==> src/rtl/core/tac_pkg.sv <==
package tac_pkg;

    localparam int XY_W       = 16;
    localparam int S_DATA_W   = 2 * XY_W;
    localparam int M_DATA_W   = 2 * XY_W;
    localparam int USER_W     = 1;
    localparam int CFG_IDX_W  = 2;
    localparam int CFG_DATA_W = 16;

    localparam logic [CFG_IDX_W-1:0] REG_X_FLOOR   = 2'd0;
    localparam logic [CFG_IDX_W-1:0] REG_X_DIVISOR = 2'd1;
    localparam logic [CFG_IDX_W-1:0] REG_Y_FLOOR   = 2'd2;
    localparam logic [CFG_IDX_W-1:0] REG_Y_DIVISOR = 2'd3;

    typedef enum logic [5:0] {
        S_IDLE  = 6'b000001,
        S_ACC   = 6'b000010,
        S_LOAD  = 6'b000100,
        S_DIV   = 6'b001000,
        S_STORE = 6'b010000,
        S_EMIT  = 6'b100000
    } t_state;

    typedef enum logic [1:0] {
        PH_AVG_X = 2'd0,
        PH_AVG_Y = 2'd1,
        PH_CAL_X = 2'd2,
        PH_CAL_Y = 2'd3
    } t_phase;

endpackage

==> src/rtl/core/touch_average_calibrate_top.sv <==
// Pen-down sample: the bit-serial adder adds it into both sums (S_ACC), then the block
// returns to S_IDLE for the next transfer. Round-completing sample: after S_ACC, the shared
// one-bit-per-cycle restoring divider runs S_LOAD, S_DIV, S_STORE for two averages and two
// calibrations, and S_EMIT loads the result once the output register is free.
// Pen-up sample: S_EMIT loads an invalid zero result once the output register is free, then S_IDLE.
// One sample in work at a time. Reset (i_rst_n low, synchronous): count and sums clear, floors 0, divisors 1, no result.
module touch_average_calibrate_top #(
    parameter int SAMPLES_PER_READ = 16,
    parameter int SAMPLE_BITS      = 16
) (
    input  logic                          i_clk,
    input  logic                          i_rst_n,
    // input stream
    input  logic                          i_s_tvalid,
    output logic                          o_s_tready,
    input  logic [tac_pkg::S_DATA_W-1:0]  i_s_tdata,   // [15:0] x_sample, [31:16] y_sample
    input  logic [tac_pkg::USER_W-1:0]    i_s_tuser,   // [0] pen_down
    // result stream
    output logic                          o_m_tvalid,
    input  logic                          i_m_tready,
    output logic [tac_pkg::M_DATA_W-1:0]  o_m_tdata,   // [15:0] x_position, [31:16] y_position
    output logic [tac_pkg::USER_W-1:0]    o_m_tuser,   // [0] touch_valid
    // configuration writes
    input  logic                          i_cfg_we,
    input  logic [tac_pkg::CFG_IDX_W-1:0] i_cfg_index,
    input  logic [tac_pkg::CFG_DATA_W-1:0] i_cfg_data
);
    import tac_pkg::*;

    // Sum of a full round fits SAMPLE_BITS + clog2(N) bits.
    localparam int SUM_W = SAMPLE_BITS + $clog2(SAMPLES_PER_READ);
    localparam int CNT_W = $clog2(SAMPLES_PER_READ + 1);
    localparam int BIT_W = $clog2(SUM_W);
    localparam int QX_W  = (SUM_W > XY_W) ? SUM_W : XY_W;

    // Control
    t_state r_state, n_state;
    t_phase r_phase, n_phase;
    logic [CNT_W-1:0] r_count, n_count;
    logic [BIT_W-1:0] r_bit, n_bit;

    // Configuration
    logic [XY_W-1:0] r_x_floor, n_x_floor;
    logic [XY_W-1:0] r_x_div,   n_x_div;
    logic [XY_W-1:0] r_y_floor, n_y_floor;
    logic [XY_W-1:0] r_y_div,   n_y_div;

    // Serial accumulators: sums rotate LSB first, addends shift out LSB first.
    logic [SUM_W-1:0] r_sum_x, n_sum_x;
    logic [SUM_W-1:0] r_sum_y, n_sum_y;
    logic [SUM_W-1:0] r_add_x, n_add_x;
    logic [SUM_W-1:0] r_add_y, n_add_y;
    logic             r_cy_x, n_cy_x;
    logic             r_cy_y, n_cy_y;

    // Shared restoring divider: quotient shifts in as the dividend shifts out.
    logic [SUM_W-1:0] r_q, n_q;
    logic [XY_W-1:0]  r_rem, n_rem;

    // Round results
    logic [SAMPLE_BITS-1:0] r_avg_x, n_avg_x;
    logic [SAMPLE_BITS-1:0] r_avg_y, n_avg_y;
    logic [XY_W-1:0]        r_pos_x, n_pos_x;
    logic [XY_W-1:0]        r_pos_y, n_pos_y;
    logic                   r_touch, n_touch;

    // Output register
    logic                r_m_valid, n_m_valid;
    logic [M_DATA_W-1:0] r_m_data,  n_m_data;
    logic [USER_W-1:0]   r_m_user,  n_m_user;

    // Datapath helpers
    logic             bit_last;
    logic             s_x, s_y;
    logic [XY_W-1:0]  avg16_x, avg16_y, off_x, off_y;
    logic [XY_W-1:0]  divisor;
    logic [XY_W:0]    trial;
    logic             q_bit;
    logic [QX_W-1:0]  q_ext;
    logic [XY_W-1:0]  q16;

    assign bit_last = (r_bit == BIT_W'(SUM_W - 1));

    // One bit of each sum per cycle
    assign s_x = r_sum_x[0] ^ r_add_x[0] ^ r_cy_x;
    assign s_y = r_sum_y[0] ^ r_add_y[0] ^ r_cy_y;

    // Floor subtraction clamps at zero
    assign avg16_x = XY_W'(r_avg_x);
    assign avg16_y = XY_W'(r_avg_y);
    assign off_x   = (avg16_x < r_x_floor) ? '0 : (avg16_x - r_x_floor);
    assign off_y   = (avg16_y < r_y_floor) ? '0 : (avg16_y - r_y_floor);

    always_comb begin
        unique case (r_phase)
            PH_AVG_X, PH_AVG_Y: divisor = XY_W'(SAMPLES_PER_READ);
            PH_CAL_X:           divisor = r_x_div;
            PH_CAL_Y:           divisor = r_y_div;
            default:            divisor = r_y_div;
        endcase
    end

    // Remainder stays below a nonzero divisor, so 16 bits hold it.
    assign trial = {r_rem, r_q[SUM_W-1]};
    assign q_bit = (trial >= {1'b0, divisor});
    assign q_ext = QX_W'(r_q);
    assign q16   = q_ext[XY_W-1:0];

    assign o_s_tready = (r_state == S_IDLE);
    assign o_m_tvalid = r_m_valid;
    assign o_m_tdata  = r_m_data;
    assign o_m_tuser  = r_m_user;

    always_comb begin
        n_state   = r_state;
        n_phase   = r_phase;
        n_count   = r_count;
        n_bit     = r_bit;
        n_x_floor = r_x_floor;
        n_x_div   = r_x_div;
        n_y_floor = r_y_floor;
        n_y_div   = r_y_div;
        n_sum_x   = r_sum_x;
        n_sum_y   = r_sum_y;
        n_add_x   = r_add_x;
        n_add_y   = r_add_y;
        n_cy_x    = r_cy_x;
        n_cy_y    = r_cy_y;
        n_q       = r_q;
        n_rem     = r_rem;
        n_avg_x   = r_avg_x;
        n_avg_y   = r_avg_y;
        n_pos_x   = r_pos_x;
        n_pos_y   = r_pos_y;
        n_touch   = r_touch;
        n_m_valid = r_m_valid;
        n_m_data  = r_m_data;
        n_m_user  = r_m_user;

        if (i_cfg_we) begin
            unique case (i_cfg_index)
                REG_X_FLOOR:   n_x_floor = i_cfg_data;
                REG_X_DIVISOR: n_x_div   = i_cfg_data;
                REG_Y_FLOOR:   n_y_floor = i_cfg_data;
                REG_Y_DIVISOR: n_y_div   = i_cfg_data;
                default:       n_y_div   = r_y_div;
            endcase
        end

        // Result taken downstream
        if (r_m_valid && i_m_tready) begin
            n_m_valid = 1'b0;
        end

        unique case (r_state)
            S_IDLE: begin
                if (i_s_tvalid) begin
                    if (i_s_tuser[0]) begin
                        n_add_x = SUM_W'(i_s_tdata[SAMPLE_BITS-1:0]);
                        n_add_y = SUM_W'(i_s_tdata[XY_W +: SAMPLE_BITS]);
                        n_cy_x  = 1'b0;
                        n_cy_y  = 1'b0;
                        n_bit   = '0;
                        n_count = r_count + 1'b1;
                        n_state = S_ACC;
                    end else begin
                        // pen up: abort round, invalid zero result
                        n_count = '0;
                        n_sum_x = '0;
                        n_sum_y = '0;
                        n_pos_x = '0;
                        n_pos_y = '0;
                        n_touch = 1'b0;
                        n_state = S_EMIT;
                    end
                end
            end
            S_ACC: begin
                n_sum_x = {s_x, r_sum_x[SUM_W-1:1]};
                n_sum_y = {s_y, r_sum_y[SUM_W-1:1]};
                n_cy_x  = (r_sum_x[0] & r_add_x[0]) | (r_cy_x & (r_sum_x[0] ^ r_add_x[0]));
                n_cy_y  = (r_sum_y[0] & r_add_y[0]) | (r_cy_y & (r_sum_y[0] ^ r_add_y[0]));
                n_add_x = r_add_x >> 1;
                n_add_y = r_add_y >> 1;
                n_bit   = r_bit + 1'b1;
                if (bit_last) begin
                    if (r_count == CNT_W'(SAMPLES_PER_READ)) begin
                        n_count = '0;
                        n_phase = PH_AVG_X;
                        n_state = S_LOAD;
                    end else begin
                        n_state = S_IDLE;
                    end
                end
            end
            S_LOAD: begin
                n_rem = '0;
                n_bit = '0;
                unique case (r_phase)
                    PH_AVG_X: n_q = r_sum_x;
                    PH_AVG_Y: n_q = r_sum_y;
                    PH_CAL_X: n_q = SUM_W'(off_x);
                    PH_CAL_Y: n_q = SUM_W'(off_y);
                    default:  n_q = SUM_W'(off_y);
                endcase
                n_state = S_DIV;
            end
            S_DIV: begin
                n_rem = q_bit ? XY_W'(trial - {1'b0, divisor}) : trial[XY_W-1:0];
                n_q   = {r_q[SUM_W-2:0], q_bit};
                n_bit = r_bit + 1'b1;
                if (bit_last) begin
                    n_state = S_STORE;
                end
            end
            S_STORE: begin
                unique case (r_phase)
                    PH_AVG_X: begin
                        n_avg_x = r_q[SAMPLE_BITS-1:0];
                        n_phase = PH_AVG_Y;
                        n_state = S_LOAD;
                    end
                    PH_AVG_Y: begin
                        n_avg_y = r_q[SAMPLE_BITS-1:0];
                        n_sum_x = '0;
                        n_sum_y = '0;
                        n_phase = PH_CAL_X;
                        n_state = S_LOAD;
                    end
                    PH_CAL_X: begin
                        // zero divisor saturates
                        n_pos_x = (r_x_div == '0) ? '1 : q16;
                        n_phase = PH_CAL_Y;
                        n_state = S_LOAD;
                    end
                    PH_CAL_Y: begin
                        n_pos_y = (r_y_div == '0) ? '1 : q16;
                        n_touch = 1'b1;
                        n_state = S_EMIT;
                    end
                    default: n_state = S_IDLE;
                endcase
            end
            S_EMIT: begin
                // wait for a free output register
                if (!r_m_valid || i_m_tready) begin
                    n_m_valid = 1'b1;
                    n_m_data  = {r_pos_y, r_pos_x};
                    n_m_user  = r_touch;
                    n_state   = S_IDLE;
                end
            end
            default: n_state = S_IDLE;
        endcase
    end

    always_ff @(posedge i_clk) begin
        if (!i_rst_n) begin
            r_state   <= S_IDLE;
            r_phase   <= PH_AVG_X;
            r_count   <= '0;
            r_bit     <= '0;
            r_x_floor <= '0;
            r_x_div   <= XY_W'(1);
            r_y_floor <= '0;
            r_y_div   <= XY_W'(1);
            r_sum_x   <= '0;
            r_sum_y   <= '0;
            r_m_valid <= 1'b0;
        end else begin
            r_state   <= n_state;
            r_phase   <= n_phase;
            r_count   <= n_count;
            r_bit     <= n_bit;
            r_x_floor <= n_x_floor;
            r_x_div   <= n_x_div;
            r_y_floor <= n_y_floor;
            r_y_div   <= n_y_div;
            r_sum_x   <= n_sum_x;
            r_sum_y   <= n_sum_y;
            r_m_valid <= n_m_valid;
        end
    end

    // Payload registers
    always_ff @(posedge i_clk) begin
        r_add_x  <= n_add_x;
        r_add_y  <= n_add_y;
        r_cy_x   <= n_cy_x;
        r_cy_y   <= n_cy_y;
        r_q      <= n_q;
        r_rem    <= n_rem;
        r_avg_x  <= n_avg_x;
        r_avg_y  <= n_avg_y;
        r_pos_x  <= n_pos_x;
        r_pos_y  <= n_pos_y;
        r_touch  <= n_touch;
        r_m_data <= n_m_data;
        r_m_user <= n_m_user;
    end

endmodule

==> config.mk <==
export PLATFORM = sky130hd
export DESIGN_NAME = touch_average_calibrate_top
export DESIGN_NICKNAME = d
export VERILOG_FILES = /design/src/rtl/core/tac_pkg.sv /design/src/rtl/core/touch_average_calibrate_top.sv
export SDC_FILE = /design/constraint.sdc
export NUM_CORES = 1
export LEC_CHECK = 0
export ABC_AREA = 1
export BUFFER_PORTS_ARGS = -buffer_cell sky130_fd_sc_hd__buf_2
export CAP_MARGIN = 20
export CORE_MARGIN = 1
export CORE_UTILIZATION = 45
export CTS_BUF_LIST = sky130_fd_sc_hd__clkbuf_16
export DETAILED_ROUTE_END_ITERATION = 6
export GPL_TIMING_DRIVEN = 0
export SLEW_MARGIN = 20
export SYNTH_ARGS = -nofsm -noshare
export SYNTH_HDL_FRONTEND = slang
export SYNTH_SLANG_ARGS = --single-unit
==> constraint.sdc <==
create_clock -name i_clk -period 3.7 [get_ports i_clk]
set_input_delay 0.185 -clock i_clk [delete_from_list [all_inputs] [get_ports i_clk]]
set_output_delay 0.185 -clock i_clk [all_outputs]
set_load 0.005 [all_outputs]
==> reports/qor.csv <==
stage,metric,value,unit
cts,cts-root-buf,clkbuf_16,
min_path,min_to,r_y_div[10]$_SDFFE_PN0P_,
timing,max_slew_margin,0.365,
critical_path,r2r_slack,0.28,ns
global_route,antenna_found_initial,0,
final_layout,mostFrequentLayoutCell,nand2_1,
job,cap_violations,0,
min_path,hp-class,in -> reg,
yosys,async_reset_ff_frac,0,
final_layout,drive_above_1_share,0.118,
critical_path,critPathBufInv,5,
min_path,worst_hold_startpoint,i_cfg_data[10],
timing,period_share,0.925,
cts,clock_latency,0.52,ns
final_layout,fill_cells,3047,
die,fp.dieH,183,um
final_layout,nets,2071,
timing,fmax,292,MHz
critical_path,timing.rr.end,r_rem[10]$_SDFFCE_PN0P_,
yosys,ys_warn_count,0,
placement,place_congestion,0.888,
cts,cts_buffers,35,
timing,drv_slew,0,
global_route,grt_pass1_vias,11800,
drt,viasPerCell,5.05,
timing,rsz0062_at_grt,no,
cts,tritoncts,done,
drt,routedWlPerCell,15.9,um
final_layout,n_antenna_cell,0,
drt,num_vias,12200,
drt,drtIter0Drc,890,
cts,h-tree-depth,2,
die,die_w,183,um
yosys,syn_avg_cell_area,8.29,sq um
die,die-area,0.0335,sq mm
status,status,finished clean,
global_route,grt_first_pass_wirelength,61700,um
yosys,ys_ff_latch,291,
power,p_leak,7.44,nW
timing,finClkSkew,0.0181,ns
yosys,synth-seq-area-share,0.509,
placement,port_buffers,90,
critical_path,crit_type,reg -> reg,
timing,hold_viol,0,
timing,tightest_slew,0.952,ns
global_route,grt_use_total,0.236,
critical_path,path_cells,inv_1 -> ha_1 -> nor2_2 -> inv_1 -> clkbuf_2 -> a32oi_2 -> ha_1 -> nand2_1 -> nor2_1 -> inv_2 -> nor2_4 -> a31oi_4 -> clkbuf_4 -> nand3b_1 -> nand2_1 -> nor2_1,
timing,setup_ws,0.276,ns
final_layout,final_cell_area,0.0174,sq mm
global_route,grt_overflow_total,0,
critical_path,slowest_delay,0.45,ns
critical_path,worst_path_max_delay_cell,dfxtp_1,
critical_path,rr_startpoint,r_phase[0]$_SDFFE_PN0P_,
drt,drcViolationCount,0,
critical_path,cp_data_arrival_time,3.69,ns
power,power_density,444,mW/mm^2
yosys,synth_flop_cell,edfxtp_1,
cts,cts_max_path_buffers,3,
placement,place_area,0.0159,sq mm
min_path,min_path_cells,3,
global_route,grt_max_degree,30,
placement,dp_slack,-0.0921,ns
die,num_rows,65,
critical_path,cp_top_family,buffers and inverters,
cts,clkTransAtPathRegs,0.06,ns
critical_path,endpoint_kind,flop,
timing,period_needed,3.42,ns
yosys,synth_nets,1899,
yosys,synth_edf_count,168,
placement,hpwl,29100,um
timing,fin_setup_tns,0,ns
critical_path,cp-start-kind,flop,
final_layout,syn_to_final_growth,17.9,%
power,peakVddDrop,0.000307,V
drt,final_antenna_net_count,0,
critical_path,rr_worst_depth,16,
yosys,ys_types,47,
drt,totalWireLength,38500,um
power,fin_total_pwr,7.73,mW
yosys,netlist_area,0.0148,sq mm
timing,finalSetupViolations,0,
die,core_area,0.0319,sq mm
cts,postCtsSetupBuffers,0,
die,initial_core_util,0.463,
final_layout,mostFrequentLayoutCells,"nand2_1, inv_1, a21oi_1",
yosys,synthCells,1780,
drt,first_pass_iters,5,
critical_path,required,3.97,ns
critical_path,crit_path_max_fanout,10,
cts,cts.sink_count,291,
die,io_pins,91,
[synthesized netlist by cell type, types with 2 or more instances]
cell / n / area share
nand2_1: 517 / 0.13
inv_1: 213 / 0.054
a21oi_1: 172 / 0.058
edfxtp_1: 168 / 0.34
nor2_1: 138 / 0.035
dfxtp_1: 123 / 0.17
o21ai_0: 90 / 0.031
nand3_1: 73 / 0.025
ha_1: 58 / 0.049
clkbuf_1: 40 / 0.010
xor2_1: 21 / 0.012
inv_2: 17 / 0.0043
nor2_2: 14 / 0.0059
a32oi_1: 13 / 0.0077
nand3b_1: 13 / 0.0066
nand4_1: 12 / 0.0051
buf_2: 10 / 0.0034
nor4_1: 9 / 0.0038
nand2_2: 8 / 0.0034
nor3_1: 8 / 0.0027
buf_4: 6 / 0.0031
buf_1: 5 / 0.0013
fa_1: 5 / 0.0068
o21ai_1: 5 / 0.0017
xnor2_1: 5 / 0.0030
a21oi_4: 4 / 0.0044
a31oi_1: 4 / 0.0017
buf_6: 3 / 0.0023
or2_2: 3 / 0.0013
a21o_1: 2 / 0.0010
and2_1: 2 / 0.00085
nand3_2: 2 / 0.0014
nor2_4: 2 / 0.0015
o21ai_2: 2 / 0.0012
[metal layers]
metal  vias to the layer above  track usage  share of wire
met5                         -            0              0
met4                         0       0.0820          0.032
met2                       343        0.397           0.47
met3                        80       0.0361          0.056
li1                       6166            -              -
met1                      5605        0.311           0.44
[flip-flops by register name, indices dropped and copies added, names as in the netlist, 16 cells and up]
name and flops:
r_sum_x 20, r_pos_x 16, r_sum_y 20, o_m_tdata 32, r_add_x 16, r_rem 16, r_add_y 16, q_ext 20
avg16_y 16, r_x_div 16, r_x_floor 16, avg16_x 16, r_y_div 16, r_pos_y 16, r_y_floor 16
[timing repair]
action / 4_1_cts / 5_1_grt
pin swaps: 0 / 0
resized for setup: 0 / 9
hold buffers: 41 / 0
endpoints found under the setup margin: 11 / 16
hold endpoints to repair: 48 / 0
[cell families (layout without fill, tap and decap cells)]
kind of cell             after synthesis  count (layout)  synth area share
AO/OA/AOI/OAI                        299             299             0.111
XOR/XNOR                              26              26            0.0154
adder cells (fa/ha/maj)               63              63            0.0559
buffers and inverters                296             494            0.0801
flip-flops                           291             291             0.509
AND/OR/NAND/NOR                      805             805             0.229
[worst max path at each step]
stage | end | cells past startpoint | startpoint
2_1_floorplan | r_add_x[0]$_DFFE_PP_ | 7 | r_state[4]$_SDFFE_PN0P_
3_3_place_gp | r_add_x[12]$_DFFE_PP_ | 7 | r_state[4]$_SDFFE_PN0P_
3_5_place_dp | r_rem[3]$_SDFFCE_PN0P_ | 19 | r_phase[0]$_SDFFE_PN0P_
4_1_cts | r_rem[3]$_SDFFCE_PN0P_ | 18 | r_phase[0]$_SDFFE_PN0P_
5_1_grt | r_rem[3]$_SDFFCE_PN0P_ | 16 | r_phase[0]$_SDFFE_PN0P_
6_report | r_rem[10]$_SDFFCE_PN0P_ | 16 | r_phase[0]$_SDFFE_PN0P_
[worst reg2reg max path, delay by kind of cell (launching register included)]
family | cells | cell delay (ns)
AOI/OAI and AO/OA | 2 | 0.62
and+or+nand+nor | 7 | 0.66
DFF | 1 | 0.45
buffers and inverters | 5 | 0.85
adders and majority gates | 2 | 0.62
[power by group]
group          total (mW)  switching, mW  leakage, nW  internal, mW
Clock                3.21           1.33        0.578          1.88
Sequential           3.74         0.0707         2.53          3.66
Combinational       0.783          0.519         4.33         0.264
Total                7.73           1.92         7.44          5.81
[cell type report]
type / count / area (sq um) / area share
flip-flops and latches: 291 / 7510 / 0.431
multi-input cells: 1193 / 6130 / 0.352
repair buffers: 136 / 951 / 0.0546
clock buffers: 37 / 926 / 0.0532
inverters: 231 / 870 / 0.0500
well taps: 435 / 544 / 0.0313
plain buffers: 64 / 313 / 0.0180
clock inverters: 26 / 160 / 0.00920
[stage by stage]
stage / util / hold WS, ns / instances
floorplan: - / 0.311 / 1780
global placement: 0.494 / 0.405 / 2305
detailed placement: 0.498 / 0.405 / 2310
CTS: 0.545 / 0.000261 / 2413
global route: 0.546 / 0.0162 / 2413
finish: 0.546 / 0.0296 / 2413
Note: power is estimated with default switching activity, not from simulation.
